<file path="src/lids_pkg.sv">
// Shared constants and types of the linear interpolation downsampler.
`timescale 1ns / 1ps
package lids_pkg;

  localparam int unsigned SampleW  = 18;
  localparam int unsigned OutW     = 16;
  localparam int unsigned FracW    = 16;
  localparam int unsigned RatioW   = 20;
  localparam int unsigned Ratio3W  = RatioW + 2;
  localparam int unsigned InDataW  = ((SampleW + 7) / 8) * 8;
  localparam int unsigned OutDataW = ((OutW + 7) / 8) * 8;

  localparam logic [RatioW-1:0]  RatioMin    = 20'd65536;
  localparam logic [RatioW-1:0]  RatioReset  = 20'd196608;
  localparam logic [Ratio3W-1:0] Ratio3Reset = 22'd589824;

  localparam logic signed [OutW-1:0] OutMax = 16'sd32767;
  localparam logic signed [OutW-1:0] OutMin = -16'sd32768;

  typedef logic signed [SampleW-1:0] sample_t;
  typedef logic signed [SampleW:0]   diff_t;
  typedef logic [FracW-1:0]          frac_t;
  typedef logic signed [OutW-1:0]    out_t;

  // Operands of the words that one input sample produces.
  typedef struct packed {
    sample_t a;
    diff_t   d;
    sample_t b;
    frac_t   f;
    logic    last0;
    logic    last1;
  } stage_t;

endpackage

</file>
<file path="src/linear_interp_downsampler.sv">
// Top level of the block-based linear interpolation downsampler.
`timescale 1ns / 1ps
// Usage: input samples (signed Q2.16) arrive on the s_axis channel, one word per sample,
// and form blocks of BLOCK_LEN samples. Output samples (signed 16-bit) leave on m_axis,
// with tlast set on the final output word of a block. The cfg channel writes the
// unsigned Q4.16 ratio step; values below 1.0 act as 1.0. It is always ready and
// should be written only while the block is idle.
// The input word that completes an output word is registered in the operand stage, and
// the result then moves to the output register (one operand stage, one output register).
// Throughput: one input word per cycle unless the receiver stalls. A sample that yields
// two output words holds the stage, as the output register takes one word a cycle.
// When the receiver stalls, the output register holds its word and the operand stage
// fills; s_axis_tready then drops until a word can move on.
// Reset clears the block position, the source phase, the previous sample and all
// valid flags, and sets the ratio step to 3.0.
module linear_interp_downsampler #(
  parameter int unsigned BLOCK_LEN = 128
) (
  input  logic                             clk_i,
  input  logic                             rst_ni,
  input  logic                             cfg_valid_i,
  output logic                             cfg_ready_o,
  input  logic [lids_pkg::RatioW-1:0]      cfg_data_i,
  input  logic                             s_axis_tvalid,
  output logic                             s_axis_tready,
  // Fields from bit 0: in_sample[17:0], then zero padding.
  input  logic [lids_pkg::InDataW-1:0]     s_axis_tdata,
  output logic                             m_axis_tvalid,
  input  logic                             m_axis_tready,
  // Fields from bit 0: out_sample[15:0].
  output logic [lids_pkg::OutDataW-1:0]    m_axis_tdata,
  output logic                             m_axis_tlast
);
  import lids_pkg::*;

  localparam int unsigned NW  = $clog2(BLOCK_LEN);
  localparam int unsigned PhW = NW + 17;
  localparam int unsigned PW  = NW + 22;
  localparam int unsigned IW  = PhW - 16;
  localparam logic [PW-1:0] End     = PW'(BLOCK_LEN) << 16;
  localparam logic [NW-1:0] LastPos = NW'(BLOCK_LEN - 1);

  logic [RatioW-1:0]  ratio_q, ratio_d;
  logic [Ratio3W-1:0] ratio3_q, ratio3_d;
  sample_t            prev_q;
  logic [NW-1:0]      pos_q, pos_d;
  logic [PhW-1:0]     phase_q, phase_d;
  logic               p0_q, p1_q;
  stage_t             st_q, st_d;
  logic               c0, c1;
  logic               o_valid_q;
  out_t               o_sample_q, o_sample_d;
  logic               o_last_q, o_last_d;

  logic               s_accept, out_free, emit;
  sample_t            cur;
  logic [PW-1:0]      ph0, ph1, ph2, ph3;
  logic [IW-1:0]      int0, int1, pos_ext;

  sample_t                     op_a;
  diff_t                       op_d;
  frac_t                       op_f;
  logic signed [SampleW+FracW:0] prod;
  logic signed [SampleW+FracW+1:0] acc;
  logic signed [SampleW+FracW-16:0] quot;

  // Configuration: clamp once at write time and keep three times the step.
  assign cfg_ready_o = 1'b1;

  always_comb begin
    ratio_d  = (cfg_data_i < RatioMin) ? RatioMin : cfg_data_i;
    ratio3_d = Ratio3W'(ratio_d) + {1'b0, ratio_d, 1'b0};
  end

  // Input side: find the interpolated word and the block end word of this sample.
  assign s_accept = s_axis_tvalid && s_axis_tready;
  assign cur      = sample_t'(s_axis_tdata[SampleW-1:0]);
  assign ph0      = PW'(phase_q);
  assign ph1      = ph0 + PW'(ratio_q);
  assign ph2      = ph0 + PW'({ratio_q, 1'b0});
  assign ph3      = ph0 + PW'(ratio3_q);
  assign int0     = phase_q[PhW-1:16];
  assign int1     = ph1[PhW-1:16];
  assign pos_ext  = IW'(pos_q);

  always_comb begin
    c0 = (pos_q != '0) && (ph1 <= End) && (int0 == pos_ext - IW'(1));
    if (c0) begin
      c1       = (pos_q == LastPos) && (ph2 <= End) && (int1 == pos_ext);
      st_d.last0 = ph2 > End;
      st_d.last1 = ph3 > End;
      phase_d  = c1 ? ph2[PhW-1:0] : ph1[PhW-1:0];
    end else begin
      c1       = (pos_q == LastPos) && (ph1 <= End) && (int0 == pos_ext);
      st_d.last0 = 1'b0;
      st_d.last1 = ph2 > End;
      phase_d  = c1 ? ph1[PhW-1:0] : phase_q;
    end
    st_d.a = prev_q;
    st_d.b = cur;
    st_d.d = diff_t'(cur) - diff_t'(prev_q);
    st_d.f = phase_q[FracW-1:0];
    if (pos_q == LastPos) begin
      pos_d   = '0;
      phase_d = '0;
    end else begin
      pos_d = pos_q + NW'(1);
    end
  end

  // Operand stage drains one word per cycle into the output register while it is free.
  assign out_free      = !o_valid_q || m_axis_tready;
  assign emit          = out_free && (p0_q || p1_q);
  assign s_axis_tready = (!p0_q && !p1_q) || (emit && !(p0_q && p1_q));

  // The interpolation a*(1-f)+b*f is formed as a*2^16 + (b-a)*f.
  always_comb begin
    op_a = p0_q ? st_q.a : st_q.b;
    op_d = p0_q ? st_q.d : '0;
    op_f = p0_q ? st_q.f : '0;
    prod = op_d * $signed({1'b0, op_f});
    acc  = $signed({{2{op_a[SampleW-1]}}, op_a, {FracW{1'b0}}}) + (SampleW+FracW+2)'(prod);
    quot = acc[SampleW+FracW+1:17];
    if (acc[SampleW+FracW+1] && (acc[16:0] != '0)) begin
      quot = quot + (SampleW+FracW-15)'(1);
    end
    if (quot > (SampleW+FracW-15)'(OutMax)) begin
      o_sample_d = OutMax;
    end else if (quot < (SampleW+FracW-15)'(OutMin)) begin
      o_sample_d = OutMin;
    end else begin
      o_sample_d = quot[OutW-1:0];
    end
    o_last_d = p0_q ? st_q.last0 : st_q.last1;
  end

  always_ff @(posedge clk_i or negedge rst_ni) begin
    if (!rst_ni) begin
      ratio_q   <= RatioReset;
      ratio3_q  <= Ratio3Reset;
      prev_q    <= '0;
      pos_q     <= '0;
      phase_q   <= '0;
      p0_q      <= 1'b0;
      p1_q      <= 1'b0;
      o_valid_q <= 1'b0;
    end else begin
      if (cfg_valid_i) begin
        ratio_q  <= ratio_d;
        ratio3_q <= ratio3_d;
      end
      if (s_accept) begin
        prev_q  <= cur;
        pos_q   <= pos_d;
        phase_q <= phase_d;
        p0_q    <= c0;
        p1_q    <= c1;
      end else if (emit) begin
        if (p0_q) begin
          p0_q <= 1'b0;
        end else begin
          p1_q <= 1'b0;
        end
      end
      if (out_free) begin
        o_valid_q <= emit;
      end
    end
  end

  always_ff @(posedge clk_i) begin
    if (s_accept) begin
      st_q <= st_d;
    end
    if (emit) begin
      o_sample_q <= o_sample_d;
      o_last_q   <= o_last_d;
    end
  end

  assign m_axis_tvalid = o_valid_q;
  assign m_axis_tdata  = OutDataW'(o_sample_q);
  assign m_axis_tlast  = o_last_q;

  // With both words pending, the stage cannot take a new sample in the same cycle.
  assert property (@(posedge clk_i) disable iff (!rst_ni)
    (p0_q && p1_q) |-> !s_axis_tready)
    else $error("operand stage overrun");

  // A block end word following an interpolated word means the block is not yet over.
  assert property (@(posedge clk_i) disable iff (!rst_ni)
    (p0_q && p1_q) |-> !st_q.last0)
    else $error("last flag set on a word that has a successor");

  // The final sample of a block restarts position and phase.
  assert property (@(posedge clk_i) disable iff (!rst_ni)
    (s_accept && (pos_q == LastPos)) |=> ((pos_q == '0) && (phase_q == '0)))
    else $error("block did not restart");

  // The source phase never passes the end of the block.
  assert property (@(posedge clk_i) disable iff (!rst_ni)
    PW'(phase_q) <= End)
    else $error("source phase beyond block end");

endmodule
</file>
<file path="config.mk">
export PLATFORM = sky130hd
export DESIGN_NAME = linear_interp_downsampler
export DESIGN_NICKNAME = d
export VERILOG_FILES = /design/src/lids_pkg.sv /design/src/linear_interp_downsampler.sv
export SDC_FILE = /design/constraint.sdc
export NUM_CORES = 1
export LEC_CHECK = 0
export ABC_AREA = 1
export BUFFER_PORTS_ARGS = -buffer_cell sky130_fd_sc_hd__clkbuf_2
export CAP_MARGIN = 25
export CORE_ASPECT_RATIO = 0.7
export CORE_MARGIN = 1.5
export CORE_UTILIZATION = 45
export CTS_CLUSTER_DIAMETER = 100
export DETAILED_ROUTE_END_ITERATION = 10
export SLEW_MARGIN = 40
export SYNTH_ARGS = -nofsm -noshare
export SYNTH_HDL_FRONTEND = slang
export SYNTH_SLANG_ARGS = --single-unit
</file>
<file path="constraint.sdc">
create_clock -name clk_i -period 11.55 [get_ports clk_i]
set_input_delay 0.5775 -clock clk_i [delete_from_list [all_inputs] [get_ports clk_i]]
set_output_delay 0.5775 -clock clk_i [all_outputs]
set_load 0.1 [all_outputs]
</file>
==> metrics.txt, run 1 <==
outcome completed; CP Data Required Time 11780 ps; H-tree levels 4; Max IR drop VDD 232 µV; core area 58200 µm²; fin crit share around 90%; launching point of the worst reg2reg path p0_q; layout cells sized above 1 under 10%; Slowest-stage cell, CP dfrtp_1; Max-cap violations 0; Post-synth top flop edfxtp_1; RSZ-0062 raised after global routing no; antenna-violating nets left 0; P&R area growth vs syn 6.55%; Power Total 5.61 mW; vias per inst 5.14; syn_nets 4158; Synth area leader fa_1; Post CTS Setup Buffer Count 0; post-synthesis xor/xnor area fraction under 10%; Total GRT Usage a little over a quarter; port bufs 61; compound-gate portion of the synthesized area under 10%; latest clock arrival within the worst-skew pair approximately 490 ps; count of state elements after synthesis 183; first-pass GRT wire length 125 mm; clock sinks about 180; Finish-stage setup viols 0; num ports 69; Residual DRC 0; Layout Nets 4183; Layout Skew 17.7 ps; Gates resized, CTS repair 0; Initial Utilization 45.5%; highest clock rate 96.8 MHz; synthesized area per cell roughly 7.4 µm²; fill count slightly below 6000; Synth Area in Simple Gates about a quarter; vias in the first global route 21612; Syn. warnings 0; CTS max path bufs 2; Power Dens Cells roughly 200 nW/µm²; # rows 74; post-synthesis mux area share 0%; Pins Over Slew Limit 0; Worst Path Max Fanout 16; via count 22531; post-synth top area share 23.3%; Worst EP arrival 10560 ps; Rel. slew slack between 40% and 50%; post-DP HPWL 64.3 mm; Worst Reg-to-Reg Cells 39; Hold Buf Count CTS 0; Die H 206 µm; 1st-pass router iterations 6; Async SR Flop Fraction 50.8%; crit end category flop; adder-cell share of the synthesized area 33.3%; number of enable flip-flop cells after synthesis 90; critical path's most frequent cell nand2_1; WL/cell between 15 and 20 µm; clock root buffer clkbuf_16; Hold Fails Final Rpt 0; largest family of logic cells by synthesized area adder cells; Max stage delay on crit path ~770 ps; Die Area 60400 µm²; Pleak 15.1 nW; register area share after synthesis a little under a fifth; Cell Area, Synth 26500 µm²; largest net degree at the start of global routing 76; Inserted Clock Buffers 17; cells after synthesis between 3000 and 4000; crit path kind reg2reg; Final Wtd Congestion 0.938; global route overflow 0; chip width 293 µm; crit path time final 10330 ps; Routed Wire Length 77.1 mm; Iteration-0 DRC Markers between 2000 and 2500; TritonCTS clock tree yes; Slew @ Worst Pin between 800 and 900 ps; setup TNS 0 ps; synth top area cells fa_1 23%, nand2_1 14%, edfxtp_1 10%; post-synthesis cell type count between 50 and 60; worst hold path class in2async; clk slew on worst S/H paths 90 ps; Critical Path Source Type flop; antenna violations before repair 3; r2r endpoint m_axis_tdata[2]; R2R setup slack 1220 ps
-- how the worst max path moves through the flow --
stage          startpoint  cells past startpoint          endpoint  slack [ps]
3_5_place_dp         p0_q                     39   m_axis_tdata[2]        1230
2_1_floorplan        p0_q                     46  m_axis_tdata[14]        2910
4_1_cts              p0_q                     39   m_axis_tdata[2]        1220
3_3_place_gp         p0_q                     39   m_axis_tdata[2]        1480
6_report             p0_q                     39   m_axis_tdata[2]        1220
5_1_grt              p0_q                     42  m_axis_tdata[13]         300
-- cell usage after synthesis (5+ instances only) --
master    count
nand4_1      46
and2_1        8
nor3_1       37
inv_2         8
nand3b_1     14
fa_1        308
xor2_1       75
buf_1         5
xnor2_1      46
nand2_1    1002
clkbuf_1     53
a21oi_1     149
nor2_1      348
or2_2         5
o21ai_1       5
ha_1        213
a21o_1        8
nand3_1     144
o21ai_0     115
o21bai_1      6
a21boi_0      6
nor2_2        5
a31oi_1       8
edfxtp_1     90
nor4_1        7
nand2_2      13
buf_2         6
inv_1       713
dfrtp_1      89
-- registers in the layout (all words and copies together) (netlist names), 7 cells and up --
name / cells
prev_q: 18
st_q: 73
ratio3_q: 21
phase_q: 24
ratio_q: 20
m_axis_tdata: 16
pos_q: 7
-- layout make-up --
| cell class | instances | area, µm² | share of cell area, % |
|---|---|---|---|
| diodes | 1 | 2.50 | 0.00886 |
| repair buffers | 77 | 435 | 1.54 |
| inverters | 725 | 2720 | 9.65 |
| flip-flops and latches | 183 | 5030 | 17.8 |
| well taps | 760 | 951 | 3.37 |
| clock inverters | 14 | 201 | 0.713 |
| multi-input cells | 2609 | 18400 | 65.3 |
| clock buffers | 18 | 450 | 1.60 |
-- report_power, final --
part	switching (mW)	internal [mW]	leakage (nW)
logic	2.62	1.20	12.8
clock network	0.329	0.316	0.315
registers	0.224	0.925	2.04
total	3.17	2.44	15.1
-- metal layers --
layer,wire length (µm),share of wire (%),vias up,global-route usage [%]
li1,-,-,11079,-
met4,824,1.1,4,4.11
met1,40700,53,10581,44.2
met2,27200,35,808,34.2
met5,23,0.030,-,0
met3,8440,11,59,7.72
-- per-stage QoR --
step                util (%)  hold WS, ps  setup WS (ps)  cell area, µm²  instances
finish                  48.5         77.6           1220           28200       4387
global placement        47.3          428           1480           27600       4354
global route            48.5          120            302           28200       4386
floorplan                  -          282           2910           26500       3588
CTS                     48.5         97.0           1220           28200       4386
detailed placement      47.3          431           1230           27600       4354
-- cell usage in the layout (no fill, tap or decap), types with 5 or more instances in the layout --
cell type  instances
nand2_1         1002
inv_1            710
nor2_1           347
fa_1             308
ha_1             213
a21oi_1          149
nand3_1          144
o21ai_0          114
edfxtp_1          90
dfrtp_1           89
xor2_1            75
clkbuf_2          60
xnor2_1           46
nand4_1           46
nor3_1            37
clkbuf_16         18
buf_4             15
nand3b_1          14
nand2_2           13
inv_2              9
a21o_1             8
a31oi_1            8
and2_1             8
nor4_1             7
o21bai_1           6
a21boi_0           6
o21ai_1            6
clkinv_1           5
nor2_2             5
or2_2              5
-- logic make-up (layout without fill, tap and decap cells) --
family,after synthesis,in the layout
simple gates,1641,1641
buf+inv,796,834
other cells,1,2
xor+xnor,123,123
fa+ha+maj,521,521
compound gates,323,323
flops,183,183
-- critical path: cells and delay by family, from the launching register on --
family	cells	cell delay, ps
simple gates	14	1990
compound gates	9	1870
xor+xnor	2	630
fa+ha+maj	8	3740
buf+inv	6	1000
flops	1	770
Note: power is estimated with default switching activity, not from simulation.
==> inputs of run 2 (changes only) <==
CORE_ASPECT_RATIO = not set   (was 0.7)
==> metrics.txt, run 2 (synthesis results as in run 1) <==
vias in the first global route 21968 (was 21612); TritonCTS clock tree yes (unchanged); fin util 48.7% (was 48.5%); Iteration-0 DRC Markers 1446 (was 2250); Layout Skew 17.7 ps (about the same); via count 22289 (was 22531); Die H 246 µm (was 206 µm); met2 Usage GRT 41.6% (was 34.2%); Pleak 15.1 nW (about the same); commonest non-fill, non-tap cell in the layout nand2_1 (unchanged); R2R setup slack 1300 ps (was 1220 ps); Hold Path End st_q[18]; Psw 3.00 mW (was 3.17 mW); global route overflow 0 (unchanged); Antenna Cells 0 (was 1); Storage cell area 5030 µm² (unchanged); met1 Use GR 33.7% (was 44.2%); Clk network pwr share 11.1% (was 11.5%); outcome completed (unchanged); critical path's most frequent cell nand2_1 (unchanged); Final Wtd Congestion 0.943 (was 0.938); clock root buffer clkbuf_16 (unchanged); crit path kind reg2reg (unchanged); P_int 2.41 mW (was 2.44 mW); gr busiest metal met2 (was met1); Routed Wire Length 72.5 mm (was 77.1 mm); setup TNS 0 ps (unchanged); Layout Nets 4185 (was 4183); Critical Path Source Type flop (unchanged); r2r endpoint m_axis_tdata[11] (was m_axis_tdata[2]); layout cells sized above 1 4.49% (was 4.52%); # rows 88 (was 74); highest clock rate 97.6 MHz (was 96.8 MHz); Initial Utilization 45.8% (was 45.5%); CTS max path bufs 2 (unchanged); min-delay src s_axis_tdata[0]; Hold Fails Final Rpt 0 (unchanged); switching share of power 55.4% (was 56.5%); fin crit share 88.7% (was 89.4%); Finish-stage setup viols 0 (unchanged); core area 57900 µm² (was 58200 µm²); num ports 69 (unchanged); met3 GRT Util 2.99% (was 7.72%); H-tree levels 4 (unchanged); Die Area 60400 µm² (about the same); clock sinks 183 (unchanged); Multi-input gate area 18400 µm² (unchanged); Pins Over Slew Limit 0 (unchanged); largest net degree at the start of global routing 83 (was 76); Sequential Power Share 21.6% (was 20.5%); combinational power share 67.3% (was 68.0%); antenna violations before repair 0 (was 3); Post CTS Setup Buffer Count 0 (unchanged); register bank with the most flops st_q (unchanged); Total GRT Usage 25.1% (was 26.9%); first-pass GRT wire length 117 mm (was 125 mm); antenna-violating nets left 0 (unchanged); fill count 5945 (was 5852); launching point of the worst reg2reg path p0_q (unchanged); Residual DRC 0 (unchanged); Max-cap violations 0 (unchanged); Rel. slew slack 46.6% (was 43.4%); port bufs 61 (unchanged); Slowest-stage cell, CP dfrtp_1 (unchanged); Max stage delay on crit path 760 ps (was 770 ps); WL/cell 16.5 µm (was 17.6 µm); P&R area growth vs syn 6.45% (was 6.55%); Power Total 5.41 mW (was 5.61 mW); Hold Buf Count CTS 1 (was 0); Gates resized, CTS repair 0 (unchanged); latest clock arrival within the worst-skew pair 480 ps (was 490 ps); Power Dens Cells 192 nW/µm² (was 199 nW/µm²); clk slew on worst S/H paths 80 ps (was 90 ps); chip width 246 µm (was 293 µm); Worst Reg-to-Reg Cells 41 (was 39); Slew @ Worst Pin 797 ps (was 849 ps); crit end category flop (unchanged); Worst EP arrival 10460 ps (was 10560 ps); Hold Path Depth 1; 1st-pass router iterations 5 (was 6); worst hold path class in2reg (was in2async); Max IR drop VDD 263 µV (was 232 µV); vias per inst 5.07 (was 5.14); CP Data Required Time 11760 ps (was 11780 ps); post-DP HPWL 60.1 mm (was 64.3 mm); largest registers st_q: 73 flops, phase_q: 24 flops, ratio3_q: 21 flops (unchanged); most frequent cells in the layout 1002 x nand2_1, 711 x inv_1, 347 x nor2_1 (was 1002 x nand2_1, 710 x inv_1, 347 x nor2_1); max reg flops 73 (unchanged); crit path time final 10250 ps (was 10330 ps); RSZ-0062 raised after global routing no (unchanged); Worst Path Max Fanout 19 (was 16); Inserted Clock Buffers 17 (unchanged)
[run 2: area by class of cell]
| class | count | share of cell area (%) |
|---|---|---|
| flip-flops and latches | 183 | 17.8 |
| clock buffers | 17 | 1.51 |
| multi-input cells | 2609 | 65.4 |
| well taps | 765 | 3.39 |
| inverters | 725 | 9.66 |
| clock inverters | 15 | 0.621 |
| repair buffers | 79 | 1.61 |
[run 2: power groups by stage]
stage                     logic (mW)  clock network (mW)  registers, mW
after detailed placement        3.63                   0           1.18
final                           3.64               0.600           1.17
after CTS                       3.66               0.615           1.16
after global routing            4.19               0.641           1.18
after floorplan                 2.78                   0           1.14
after global placement          3.63                   0           1.18
[run 2: how the worst max path moves through the flow]
stage	slack, ps	start	end
2_1_floorplan	2910	p0_q	m_axis_tdata[14]
3_3_place_gp	1420	p0_q	m_axis_tdata[13]
3_5_place_dp	1340	p0_q	m_axis_tdata[11]
4_1_cts	1280	p0_q	m_axis_tdata[13]
5_1_grt	360	p0_q	m_axis_tdata[3]
6_report	1300	p0_q	m_axis_tdata[11]
[run 2: routing by layer]
layer | wire length [µm] | part of all wire (%)
met5 | 0 | 0
met4 | 2830 | 3.9
met3 | 3650 | 5.0
met2 | 33600 | 46
met1 | 32400 | 45
[run 2: through the flow]
stage               hold slack, ps  setup WS, ps  area, µm²  std cells
global route                   284           358      28200       4393
floorplan                      282          2910      26500       3588
finish                         302          1300      28200       4393
detailed placement             429          1340      27600       4360
CTS                            271          1280      28200       4393
global placement               428          1420      27600       4360
[run 2: worst max-delay path, delay by kind of cell, from the launching register on]
kind / cells / cell delay (ps)
AOI/OAI and AO/OA: 7 / 1840
xor gates and xnor gates: 1 / 260
adders and majority gates: 8 / 3820
buffers and inverters: 6 / 1080
DFF: 1 / 760
and+or+nand+nor: 19 / 2190
==> inputs of run 3 (changes only) <==
ABC_AREA = not set   (was 1)
==> metrics.txt, run 3 <==
antenna violations before repair 3 (was 0); most common cell in the netlist inv_1 (was nand2_1); Met2 Routed Length 28.9 mm (was 33.6 mm); clock sinks 183 (unchanged); DRT met1 WL 29.5 mm (was 32.4 mm); Iteration-0 DRC Markers 1284 (was 1446); post-synth top area share 24.3% (was 23.3%); Post CTS Setup Buffer Count 0 (unchanged); Storage cell area 5040 µm² (was 5030 µm²); synthesized area per cell 9.08 µm² (was 7.39 µm²); post-synthesis cell type count 82 (was 56); Hold Fails Final Rpt 0 (unchanged); Rel. slew slack 39.0% (was 46.6%); H-tree levels 4 (unchanged); Worst Path Max Fanout 91 (was 19); setup TNS 0 ps (unchanged); register bank with the most flops st_q (unchanged); highest clock rate 92.0 MHz (was 97.6 MHz); Inserted Clock Buffers 17 (unchanged); largest net degree at the start of global routing 92 (was 83); clock root buffer clkbuf_16 (unchanged); crit path kind reg2reg (unchanged); Pins Over Slew Limit 0 (unchanged); Power Dens Cells 154 nW/µm² (was 192 nW/µm²); DR WL met3 4.58 mm (was 3.65 mm); Async SR Flop Fraction 50.8% (unchanged); Synth area leader fa_1 (unchanged); latest clock arrival within the worst-skew pair 460 ps (was 480 ps); Residual DRC 0 (unchanged); Worst EP arrival 11040 ps (was 10460 ps); most instantiated cells after synthesis 477 x inv_1, 308 x fa_1, 280 x nand2_1 (was 1002 x nand2_1, 713 x inv_1, 348 x nor2_1); Highest Signal Layer met5 (was met4); Max-cap violations 0 (unchanged); clk slew on worst S/H paths 70 ps (was 80 ps); Slew @ Worst Pin 915 ps (was 797 ps); fill count 5327 (was 5945); core area 55400 µm² (was 57900 µm²); syn_nets 3366 (was 4158); synth top area cells fa_1 24%, edfxtp_1 11%, ha_1 11% (was fa_1 23%, nand2_1 14%, edfxtp_1 10%); vias per inst 5.56 (was 5.07); critical path's most frequent cell fa_1 (was nand2_1); Die H 240 µm (was 246 µm); Die Area 57800 µm² (was 60400 µm²); Layout Nets 3374 (was 4185); chip width 240 µm (was 246 µm); outcome completed (unchanged); global route overflow 0 (unchanged); worst hold path class in2async (was in2reg); Max IR drop VDD 106 µV (was 263 µV); Initial Utilization 45.8% (about the same); Gates resized, CTS repair 0 (unchanged); Multi-input gate area 18200 µm² (was 18400 µm²); antenna-violating nets left 0 (unchanged); Syn. warnings 0 (unchanged); CTS max path bufs 2 (unchanged); 1st-pass router iterations 7 (was 5); vias in the first global route 20183 (was 21968); Slowest-stage cell, CP dfrtp_4 (was dfrtp_1); CP Data Required Time 11720 ps (was 11760 ps); Routed Wire Length 64.6 mm (was 72.5 mm); Setup WS pre-CTS 507 ps (was 1340 ps); cells after synthesis 2796 (was 3588); RSZ-0062 raised after global routing no (unchanged); most frequent cells in the layout 476 x inv_1, 308 x fa_1, 280 x nand2_1 (was 1002 x nand2_1, 711 x inv_1, 347 x nor2_1); layout cells sized above 1 7.53% (was 4.49%); Cell Area, Synth 25400 µm² (was 26500 µm²); first-pass GRT wire length 107 mm (was 117 mm); num ports 69 (unchanged); Final Wtd Congestion 0.920 (was 0.943); max reg flops 73 (unchanged); Finish-stage setup viols 0 (unchanged); Pleak 13.2 nW (was 15.1 nW); Post-synth top flop edfxtp_1 (unchanged); TritonCTS clock tree yes (unchanged); WL/cell 18.1 µm (was 16.5 µm); via count 19849 (was 22289); number of enable flip-flop cells after synthesis 90 (unchanged); fin crit share 94.1% (was 88.7%); post-DP HPWL 51.2 mm (was 60.1 mm); # rows 86 (was 88); largest registers st_q: 73 flops, phase_q: 24 flops, ratio3_q: 21 flops (unchanged); family with the most delay on the worst path compound AO/OA/AOI/OAI gates (was adder cells); P&R area growth vs syn 6.95% (was 6.45%); Hold Buf Count CTS 0 (was 1); port bufs 61 (unchanged); commonest non-fill, non-tap cell in the layout inv_1 (was nand2_1); final worst setup slack 680 ps (was 1300 ps); Critical Path Source Type flop (unchanged); Total GRT Usage 23.5% (was 25.1%); register area share after synthesis 19.8% (was 19.0%); Layout Skew 10.6 ps (was 17.7 ps); crit end category flop (unchanged); Max stage delay on crit path 800 ps (was 760 ps); count of state elements after synthesis 183 (unchanged); CP Buf/Inv Count 5 (was 6); crit path time final 10870 ps (was 10250 ps)
run 3: cell types whose count changed in the layout (fill, tap and decap cells not counted), moves of 54 or more:
cell and delta:
and3_1 +145, mux2_2 +54, nand3_1 -89, inv_1 -235
nand2_1 -722, nor2_1 -241
run 3: routing by layer:
metal	global-route usage [%]	vias up
met4	7.01	2
met5	0	-
met2	36.5	516
li1	-	9440
met3	5.32	107
met1	32.6	9784
run 3: cell type report:
| class | instances | share of cell area, % |
|---|---|---|
| antenna | 3 | 0.0277 |
| clock buffer | 18 | 1.58 |
| clock inverter | 14 | 0.775 |
| inverter | 478 | 6.62 |
| multi-input combinational | 2040 | 67.1 |
| sequential | 183 | 18.6 |
| tap | 748 | 3.45 |
| timing repair buffer | 84 | 1.87 |
run 3: final timing paths:
| path | from | to | slack [ps] | cells past startpoint |
|---|---|---|---|---|
| max in group asynchronous | rst_ni | p0_q | 10240 | 2 |
| min in group clk_i | s_axis_tdata[16] | st_q[34] | 340 | 1 |
| setup reg to reg | p0_q | m_axis_tdata[7] | 680 | 34 |
| setup / recovery | p0_q | m_axis_tdata[7] | 680 | 34 |
| hold reg to reg | prev_q[15] | st_q[70] | 440 | 0 |
| hold / removal | rst_ni | ratio3_q[15] | 100 | 1 |
run 3: kinds of logic after synthesis:
group	after synthesis	synth area share, %
simple gates	797	15.7
buf+inv	573	8.54
compound gates	529	13.9
fa+ha+maj	522	34.8
flops	183	19.8
xor+xnor	129	4.45
mux	62	2.71
other cells	1	0.0148
run 3: per-stage QoR:
step	hold slack (ps)	total power, mW	cell area, µm²	util [%]	instances
2_1_floorplan	282	2.80	25400	-	2796
3_3_place_gp	427	3.42	26400	47.7	3532
3_5_place_dp	430	3.48	26500	47.8	3532
4_1_cts	123	4.16	27100	48.9	3564
5_1_grt	144	4.52	27100	49.0	3565
6_report	104	4.17	27100	49.0	3568
run 3: where the power goes:
part           leakage, nW  internal, mW  switching (mW)
Clock                0.308         0.369           0.277
Combinational         10.9         0.969            1.46
Sequential            2.02         0.840           0.255
Total                 13.2          2.18            2.00
